<file path="src/rtl/rtcbcd_pkg.sv">
// Package for the RTC BCD time I2C sequencer: codes, field widths and the
// BCD and register-address helper functions.
// Depends on nothing; used by rtc_bcd_time_i2c_sequencer_top.
`default_nettype none

package rtcbcd_pkg;

  localparam int unsigned InDataW  = 56;
  localparam int unsigned OutDataW = 104;
  localparam int unsigned NumRegs  = 6;

  typedef enum logic [1:0] {
    CMD_POLL  = 2'd0,
    CMD_READ  = 2'd1,
    CMD_WRITE = 2'd2,
    CMD_SPARE = 2'd3
  } cmd_t;

  typedef enum logic [1:0] {
    MODE_IDLE  = 2'd0,
    MODE_READ  = 2'd1,
    MODE_WRITE = 2'd2
  } mode_t;

  typedef enum logic [2:0] {
    ACT_NONE  = 3'd0,
    ACT_ADDR  = 3'd1,
    ACT_READ  = 3'd2,
    ACT_WDATA = 3'd3,
    ACT_CLEAR = 3'd4
  } action_t;

  typedef enum logic [1:0] {
    DONE_NONE  = 2'd0,
    DONE_READ  = 2'd1,
    DONE_WRITE = 2'd2
  } done_t;

  localparam logic [2:0] PH_IDLE = 3'd0;
  localparam logic [2:0] RP_SEND = 3'd1;
  localparam logic [2:0] RP_WAIT = 3'd2;
  localparam logic [2:0] RP_CAPT = 3'd3;
  localparam logic [2:0] RP_PROC = 3'd4;
  localparam logic [2:0] WP_SEND = 3'd1;
  localparam logic [2:0] WP_PROC = 3'd2;

  localparam logic [11:0] YearBase = 12'd2000;
  localparam logic [7:0]  Hundred  = 8'd100;

  // Chip register addresses are 0, 1, 2, 4, 5, 6 for slots 0 to 5.
  function automatic logic [2:0] reg_addr(input logic [2:0] idx);
    logic [2:0] res;
    if (idx < 3'd3) begin
      res = idx;
    end else begin
      res = idx + 3'd1;
    end
    return res;
  endfunction

  // Divide by ten through a reciprocal multiply, exact for 7-bit values.
  function automatic logic [7:0] bcd_encode(input logic [6:0] v);
    logic [14:0] prod;
    logic [3:0]  q;
    logic [6:0]  q10;
    logic [3:0]  r;
    prod = {8'd0, v} * 15'd205;
    q    = prod[14:11];
    q10  = {3'd0, q} * 7'd10;
    r    = 4'(v - q10);
    return {q, 4'd0} + {4'd0, r};
  endfunction

  function automatic logic [7:0] bcd_decode(input logic [7:0] b);
    logic [7:0] six_hi;
    six_hi = {4'd0, b[7:4]} * 8'd6;
    return b - six_hi;
  endfunction

endpackage

`default_nettype wire

</file>
<file path="src/rtl/rtc_bcd_time_i2c_sequencer_top.sv">
// Top level of the RTC BCD time I2C sequencer: state registers, sequencing
// logic and the output register. Depends on rtcbcd_pkg.
//
// Usage: every input word on the in_ channel is one tick of the sequencer.
// Command 1 starts a read of the six time registers, command 2 latches the
// set_* time and starts a write, and any other command is a poll tick that
// advances the running transfer according to the controller flags in the
// same word. Each accepted word yields exactly one output word carrying the
// bus action to perform, its address and data bytes, and on completion the
// done code and, for a read, the decoded time.
// out_tvalid rises in the cycle after acceptance, and a new word can be
// accepted every cycle unless the output stalls, since the whole step is
// computed between the state registers and the output register. When the
// receiver stalls, the output register holds its word and in_tready drops
// until it is taken, so nothing is lost. Reset (rst_n low, synchronous)
// returns the sequencer to idle and empties the output register; the stored
// time slots are not cleared and are always written before they are read.
`default_nettype none

module rtc_bcd_time_i2c_sequencer_top (
  input  wire logic                           clk,
  input  wire logic                           rst_n,
  input  wire logic                           in_tvalid,
  output logic                                in_tready,
  // command[1:0], stop_pending[2], stop_detected[3], bus_busy[4],
  // rx_byte[12:5], set_second[18:13], set_minute[24:19], set_hour[29:25],
  // set_day[34:30], set_month[38:35], set_year[50:39], zeros[55:51]
  input  wire logic [rtcbcd_pkg::InDataW-1:0] in_tdata,
  output logic                                out_tvalid,
  input  wire logic                           out_tready,
  // bus_action[2:0], address_byte[9:3], write_byte[17:10], done_res[19:18],
  // second[27:20], minute[35:28], hour[43:36], day[51:44], month[59:52],
  // year[71:60], hour_minute[86:72], month_day[101:87], zeros[103:102]
  output logic [rtcbcd_pkg::OutDataW-1:0]     out_tdata
);

  logic [1:0]  command;
  logic        stop_pending;
  logic        stop_detected;
  logic        bus_busy;
  logic [7:0]  rx_byte;
  logic [5:0]  set_second;
  logic [5:0]  set_minute;
  logic [4:0]  set_hour;
  logic [4:0]  set_day;
  logic [3:0]  set_month;
  logic [11:0] set_year;

  assign command       = in_tdata[1:0];
  assign stop_pending  = in_tdata[2];
  assign stop_detected = in_tdata[3];
  assign bus_busy      = in_tdata[4];
  assign rx_byte       = in_tdata[12:5];
  assign set_second    = in_tdata[18:13];
  assign set_minute    = in_tdata[24:19];
  assign set_hour      = in_tdata[29:25];
  assign set_day       = in_tdata[34:30];
  assign set_month     = in_tdata[38:35];
  assign set_year      = in_tdata[50:39];

  rtcbcd_pkg::mode_t mode_r, mode_nxt;
  logic [2:0] phase_r, phase_nxt;
  logic [2:0] step_r, step_nxt;
  logic [2:0] reg_addr_r, reg_addr_nxt;
  logic [7:0] captured_r, captured_nxt;
  logic [7:0] pend_byte_r, pend_byte_nxt;
  logic [7:0] slots_r [rtcbcd_pkg::NumRegs];
  logic [6:0] latched_r [rtcbcd_pkg::NumRegs];

  logic       slot_we;
  logic       latch_we;
  logic [6:0] year_ofs;
  logic [2:0] step_inc;
  logic [6:0] latched_next_val;

  rtcbcd_pkg::action_t action;
  rtcbcd_pkg::done_t   done;
  logic [6:0]  addr_byte;
  logic [7:0]  wbyte;
  logic [7:0]  o_sec, o_min, o_hour, o_day, o_mon;
  logic [11:0] o_year;
  logic [14:0] o_hm, o_md;
  logic [14:0] hour_x100, mon_x100;

  logic                              accept;
  logic                              out_valid_r;
  logic [rtcbcd_pkg::OutDataW-1:0]   out_data_r;

  assign accept     = in_tvalid && in_tready;
  assign in_tready  = !out_valid_r || out_tready;
  assign out_tvalid = out_valid_r;
  assign out_tdata  = out_data_r;

  assign year_ofs  = 7'(set_year - rtcbcd_pkg::YearBase);
  assign step_inc  = step_r + 3'd1;
  assign latched_next_val = (step_r < 3'd5) ? latched_r[step_inc] : 7'd0;
  assign hour_x100 = {7'd0, slots_r[2]} * {7'd0, rtcbcd_pkg::Hundred};
  assign mon_x100  = {7'd0, slots_r[4]} * {7'd0, rtcbcd_pkg::Hundred};

  always_comb begin
    mode_nxt      = mode_r;
    phase_nxt     = phase_r;
    step_nxt      = step_r;
    reg_addr_nxt  = reg_addr_r;
    captured_nxt  = captured_r;
    pend_byte_nxt = pend_byte_r;
    slot_we       = 1'b0;
    latch_we      = 1'b0;
    action        = rtcbcd_pkg::ACT_NONE;
    done          = rtcbcd_pkg::DONE_NONE;
    addr_byte     = 7'd0;
    wbyte         = 8'd0;
    o_sec         = 8'd0;
    o_min         = 8'd0;
    o_hour        = 8'd0;
    o_day         = 8'd0;
    o_mon         = 8'd0;
    o_year        = 12'd0;
    o_hm          = 15'd0;
    o_md          = 15'd0;
    if (command == rtcbcd_pkg::CMD_READ) begin
      mode_nxt     = rtcbcd_pkg::MODE_READ;
      phase_nxt    = rtcbcd_pkg::RP_SEND;
      step_nxt     = 3'd0;
      reg_addr_nxt = rtcbcd_pkg::reg_addr(3'd0);
    end else if (command == rtcbcd_pkg::CMD_WRITE) begin
      latch_we      = 1'b1;
      mode_nxt      = rtcbcd_pkg::MODE_WRITE;
      phase_nxt     = rtcbcd_pkg::WP_SEND;
      step_nxt      = 3'd0;
      reg_addr_nxt  = rtcbcd_pkg::reg_addr(3'd0);
      pend_byte_nxt = rtcbcd_pkg::bcd_encode({1'b0, set_second});
    end else if (mode_r == rtcbcd_pkg::MODE_READ) begin
      if (phase_r == rtcbcd_pkg::RP_SEND) begin
        action    = rtcbcd_pkg::ACT_ADDR;
        addr_byte = {reg_addr_r, 4'd0};
        phase_nxt = rtcbcd_pkg::RP_WAIT;
      end else if (phase_r == rtcbcd_pkg::RP_WAIT) begin
        if (!stop_pending) begin
          action    = rtcbcd_pkg::ACT_READ;
          phase_nxt = rtcbcd_pkg::RP_CAPT;
        end
      end else if (phase_r == rtcbcd_pkg::RP_CAPT) begin
        if (stop_detected) begin
          action       = rtcbcd_pkg::ACT_CLEAR;
          captured_nxt = rx_byte;
          phase_nxt    = rtcbcd_pkg::RP_PROC;
        end
      end else if (step_r < 3'd6) begin
        slot_we = 1'b1;
        if (step_r < 3'd5) begin
          reg_addr_nxt = rtcbcd_pkg::reg_addr(step_inc);
          phase_nxt    = rtcbcd_pkg::RP_SEND;
        end
        step_nxt = step_inc;
      end else if (step_r == 3'd6) begin
        step_nxt = 3'd7;
      end else begin
        done      = rtcbcd_pkg::DONE_READ;
        o_sec     = slots_r[0];
        o_min     = slots_r[1];
        o_hour    = slots_r[2];
        o_day     = slots_r[3];
        o_mon     = slots_r[4];
        o_year    = {4'd0, slots_r[5]} + rtcbcd_pkg::YearBase;
        o_hm      = hour_x100 + {7'd0, slots_r[1]};
        o_md      = mon_x100 + {7'd0, slots_r[3]};
        mode_nxt  = rtcbcd_pkg::MODE_IDLE;
        phase_nxt = rtcbcd_pkg::PH_IDLE;
        step_nxt  = 3'd0;
      end
    end else if (mode_r == rtcbcd_pkg::MODE_WRITE) begin
      if (phase_r == rtcbcd_pkg::WP_SEND) begin
        if (!stop_pending && !bus_busy) begin
          action    = rtcbcd_pkg::ACT_WDATA;
          addr_byte = {reg_addr_r, 4'd0};
          wbyte     = pend_byte_r;
          phase_nxt = rtcbcd_pkg::WP_PROC;
        end
      end else if (step_r < 3'd5) begin
        step_nxt      = step_inc;
        reg_addr_nxt  = rtcbcd_pkg::reg_addr(step_inc);
        pend_byte_nxt = rtcbcd_pkg::bcd_encode(latched_next_val);
        phase_nxt     = rtcbcd_pkg::WP_SEND;
      end else begin
        done      = rtcbcd_pkg::DONE_WRITE;
        mode_nxt  = rtcbcd_pkg::MODE_IDLE;
        phase_nxt = rtcbcd_pkg::PH_IDLE;
        step_nxt  = 3'd0;
      end
    end
  end

  always_ff @(posedge clk) begin
    if (!rst_n) begin
      mode_r      <= rtcbcd_pkg::MODE_IDLE;
      phase_r     <= rtcbcd_pkg::PH_IDLE;
      step_r      <= 3'd0;
      reg_addr_r  <= 3'd0;
      captured_r  <= 8'd0;
      pend_byte_r <= 8'd0;
      out_valid_r <= 1'b0;
    end else begin
      if (accept) begin
        mode_r      <= mode_nxt;
        phase_r     <= phase_nxt;
        step_r      <= step_nxt;
        reg_addr_r  <= reg_addr_nxt;
        captured_r  <= captured_nxt;
        pend_byte_r <= pend_byte_nxt;
        out_valid_r <= 1'b1;
      end else if (out_tready) begin
        out_valid_r <= 1'b0;
      end
    end
  end

  always_ff @(posedge clk) begin
    if (accept && slot_we) begin
      slots_r[step_r] <= rtcbcd_pkg::bcd_decode(captured_r);
    end
    if (accept && latch_we) begin
      latched_r[0] <= {1'b0, set_second};
      latched_r[1] <= {1'b0, set_minute};
      latched_r[2] <= {2'b0, set_hour};
      latched_r[3] <= {2'b0, set_day};
      latched_r[4] <= {3'b0, set_month};
      latched_r[5] <= year_ofs;
    end
    if (accept) begin
      out_data_r <= {2'd0, o_md, o_hm, o_year, o_mon, o_day, o_hour, o_min, o_sec,
                     done, wbyte, addr_byte, action};
    end
  end

endmodule

`default_nettype wire

</file>
<file path="config.mk">
export PLATFORM = sky130hd
export DESIGN_NAME = rtc_bcd_time_i2c_sequencer_top
export DESIGN_NICKNAME = d
export VERILOG_FILES = /design/src/rtl/rtcbcd_pkg.sv /design/src/rtl/rtc_bcd_time_i2c_sequencer_top.sv
export SDC_FILE = /design/constraint.sdc
export NUM_CORES = 1
export LEC_CHECK = 0
export BUFFER_PORTS_ARGS = -buffer_cell sky130_fd_sc_hd__buf_2
export CORE_ASPECT_RATIO = 0.6
export CORE_UTILIZATION = 40
export DETAILED_ROUTE_END_ITERATION = 16
export PLACE_DENSITY = 0.59
export SYNTH_ARGS = -nofsm -noshare
export SYNTH_HDL_FRONTEND = slang
export SYNTH_SLANG_ARGS = --single-unit
</file>
<file path="constraint.sdc">
create_clock -name clk -period 7.59 [get_ports clk]
set_input_delay 0.759 -clock clk [delete_from_list [all_inputs] [get_ports clk]]
set_output_delay 0.759 -clock clk [all_outputs]
set_load 0.03 [all_outputs]
</file>
==> impl_metrics.toml <==
[floorplan]
die_w_um = 224
start_util_pct = 40.9
coreArea_um2 = 28900
die_h_um = 135
die_area_um2 = 30200
placementRows = 48
io_pins = 166

[drt]
drt_iter0_markers = 407
ant_nets = 0
wl_per_cell_um = 16.6
drc = 0
drt_wl_total_um = 26100
vias = 7716
drtPass1Iterations = 5
via_per_inst = 4.91

[logic_synthesis]
async_flop_share_pct = 0
synth-warning-count = 0
yosys.area.top_type = "edfxtp_1"
syn-cell-area_um2 = 11800
ys_seq_area_share_pct = 49.0
synthDistinctLibCells = 70
synth_top_area_share_pct = 44.2
syn_inst = 1001
synth_edf_count = 174
synthFlopType = "edfxtp_1"
ys_seq_elements = 202
yosys-top-cells-area = "edfxtp_1 (44%), ha_1 (16%), dfxtp_1 (4.7%)"
avgSynthCellArea_um2 = 11.8

[power]
ir_drop_mv = 0.121
power.leakage_nw = 6.15
power.density_nw_per_um2 = 204

[flow_run]
maxCapViolCount = 0

[cts]
cts.clk_slew.worst_paths_ns = 0.06
cts_tree = "yes"
clk_latency_ns = 0.51
cts_buffers = 22
holdBufCountCts = 0
clockBufferDepth = 3
cts_setup_buffers = 0
postCtsResizedCells = 0
cts.sinks = 202
cts-root-buf = "clkbuf_16"
cts_max_level = 1

[timing]
skew_ns = 0.00736
hold_viol_final = 0
fmax_mhz = 148
setup_viol = 0
relSlewSlack_pct = 37.3
fin_tns_setup_ns = 0
min_period_ns = 6.74
tightest_slew_ns = 0.940
grt_setup_unrepaired = "no"
final_max_slew_viol_count = 0
timing.final.crit_share_pct = 88.8

[setup_path]
crit_fanout = 15
startpoint_type = "flip-flop"
crit_path_frequent_cell = "inv_1"
worstPathArrival_ns = 7.11
slowest_delay_ns = 0.65
cp-end-kind = "flip-flop"
critPathSlowestCell = "dfxtp_1"
crit_type = "flip-flop to flip-flop"
reg2reg_from = "step_r[1]"
cp_data_required_time_ns = 7.97
rr_endpoint = "pend_byte_r[3]"
rr_worst_depth = 27
reg2reg_setup_slack_ns = 0.85

[cells_and_area]
final_common_cell = "edfxtp_1"
n_antenna_cell = 0
drive_above_1_share_pct = 17.9
syn_to_final_growth_pct = 15.7
fin_area_um2 = 13700
fillers = 2661
num-nets-final = 1389
final_cell_mix = "edfxtp_1 (174), buf_2 (149), ha_1 (147)"

[global_route]
grt_use_total_pct = 17.6
grt_pass1_wl_um = 41100
grt-ovfl-total = 0
grt_pass1_vias = 7400
antenna_found_initial = 1
grt_start_max_net_pins = 58

[placed_design]
placed_cell_area_um2 = 13000
portBuffers = 149
hpwl_um = 20100
place_congestion = 0.863

[hold_path]
hold_path_class = "input pin to flip-flop"
min_from = "in_tdata[24]"
min_path_cells = 1
worstHoldEndpoint = "latched_r[1][5]"

[status]
outcome = "complete, no violations"
kinds of logic after synthesis:
group | share of synthesized area [%]
and+or+nand+nor | 11.3
AOI/OAI and AO/OA | 8.02
DFF | 49.0
adders and majority gates | 20.0
buffers and inverters | 5.37
xor gates and xnor gates | 4.08
muxes | 2.23
other | 0.0317
worst max-delay path by stage:
| stage | endpoint | startpoint | cells past startpoint | slack [ns] |
|---|---|---|---|---|
| 3_5_place_dp | pend_byte_r[3] | step_r[1] | 27 | 0.94 |
| 2_1_floorplan | pend_byte_r[3] | step_r[0] | 29 | 1.56 |
| 5_1_grt | pend_byte_r[3] | step_r[1] | 27 | 0.38 |
| 3_3_place_gp | pend_byte_r[3] | step_r[1] | 27 | 1.10 |
| 4_1_cts | pend_byte_r[3] | step_r[1] | 27 | 0.88 |
| 6_report | pend_byte_r[3] | step_r[1] | 27 | 0.85 |
sequential cells by signal, indices dropped and copies added, names as in the netlist:
register     count
latched_r       33
slots_r         48
mode_r           2
pend_byte_r      8
out_tdata       93
phase_r          3
reg_addr_r       3
step_r           3
captured_r       8
out_tvalid       1
synth_stat cells, drive strengths merged, types with 15 or more instances:
library cell and count:
nor3 19, xnor2 26, dfxtp 28, and2 58, clkbuf 19, nor2 70
fa 26, xor2 23, buf 15, o21ai 33, a21o 15, a21oi 43
inv 121, edfxtp 174, ha 147, nand2 37
final cells by class:
type	count	area, µm²	area share (%)
inverters	121	457	3.34
clock buffers	30	612	4.48
flip-flops and latches	202	5790	42.3
well taps	400	500	3.66
repair buffers	160	828	6.06
clock inverters	9	70.1	0.513
multi-input cells	649	5410	39.6
stage by stage:
step | hold WS, ns | power, mW | worst slack (ns) | utilization (%) | std cells
2_1_floorplan | 0.427 | 1.65 | 1.56 | - | 1006
3_3_place_gp | 0.437 | 1.78 | 1.10 | 44.9 | 1532
3_5_place_dp | 0.446 | 1.79 | 0.937 | 44.9 | 1532
4_1_cts | 0.399 | 2.83 | 0.880 | 47.3 | 1571
5_1_grt | 0.403 | 2.93 | 0.384 | 47.3 | 1571
6_report | 0.423 | 2.79 | 0.853 | 47.3 | 1571
routing by layer:
layer  up-vias  track usage [%]  wire length (µm)
li1       3829                -                 -
met4         0             3.42               421
met3        26             3.98              1680
met5         -                0                 0
met2       222             23.1              9830
met1      3639             28.8             14200
where the power goes:
| group | internal (mW) | leakage (nW) | switching [mW] |
|---|---|---|---|
| sequential | 1.23 | 1.95 | 0.0115 |
| combinational | 0.206 | 3.86 | 0.316 |
| clock | 0.597 | 0.335 | 0.428 |
| total | 2.03 | 6.15 | 0.755 |
worst max-delay path: cells and delay by family (launching register included):
| family | cells | cell delay [ns] |
|---|---|---|
| flip-flops | 1 | 0.65 |
| AO/OA/AOI/OAI | 8 | 1.73 |
| adder cells (fa/ha/maj) | 7 | 2.61 |
| buffers and inverters | 5 | 0.38 |
| AND/OR/NAND/NOR | 2 | 0.28 |
| XOR/XNOR | 5 | 0.92 |
Power figures use the tool's default switching activity.
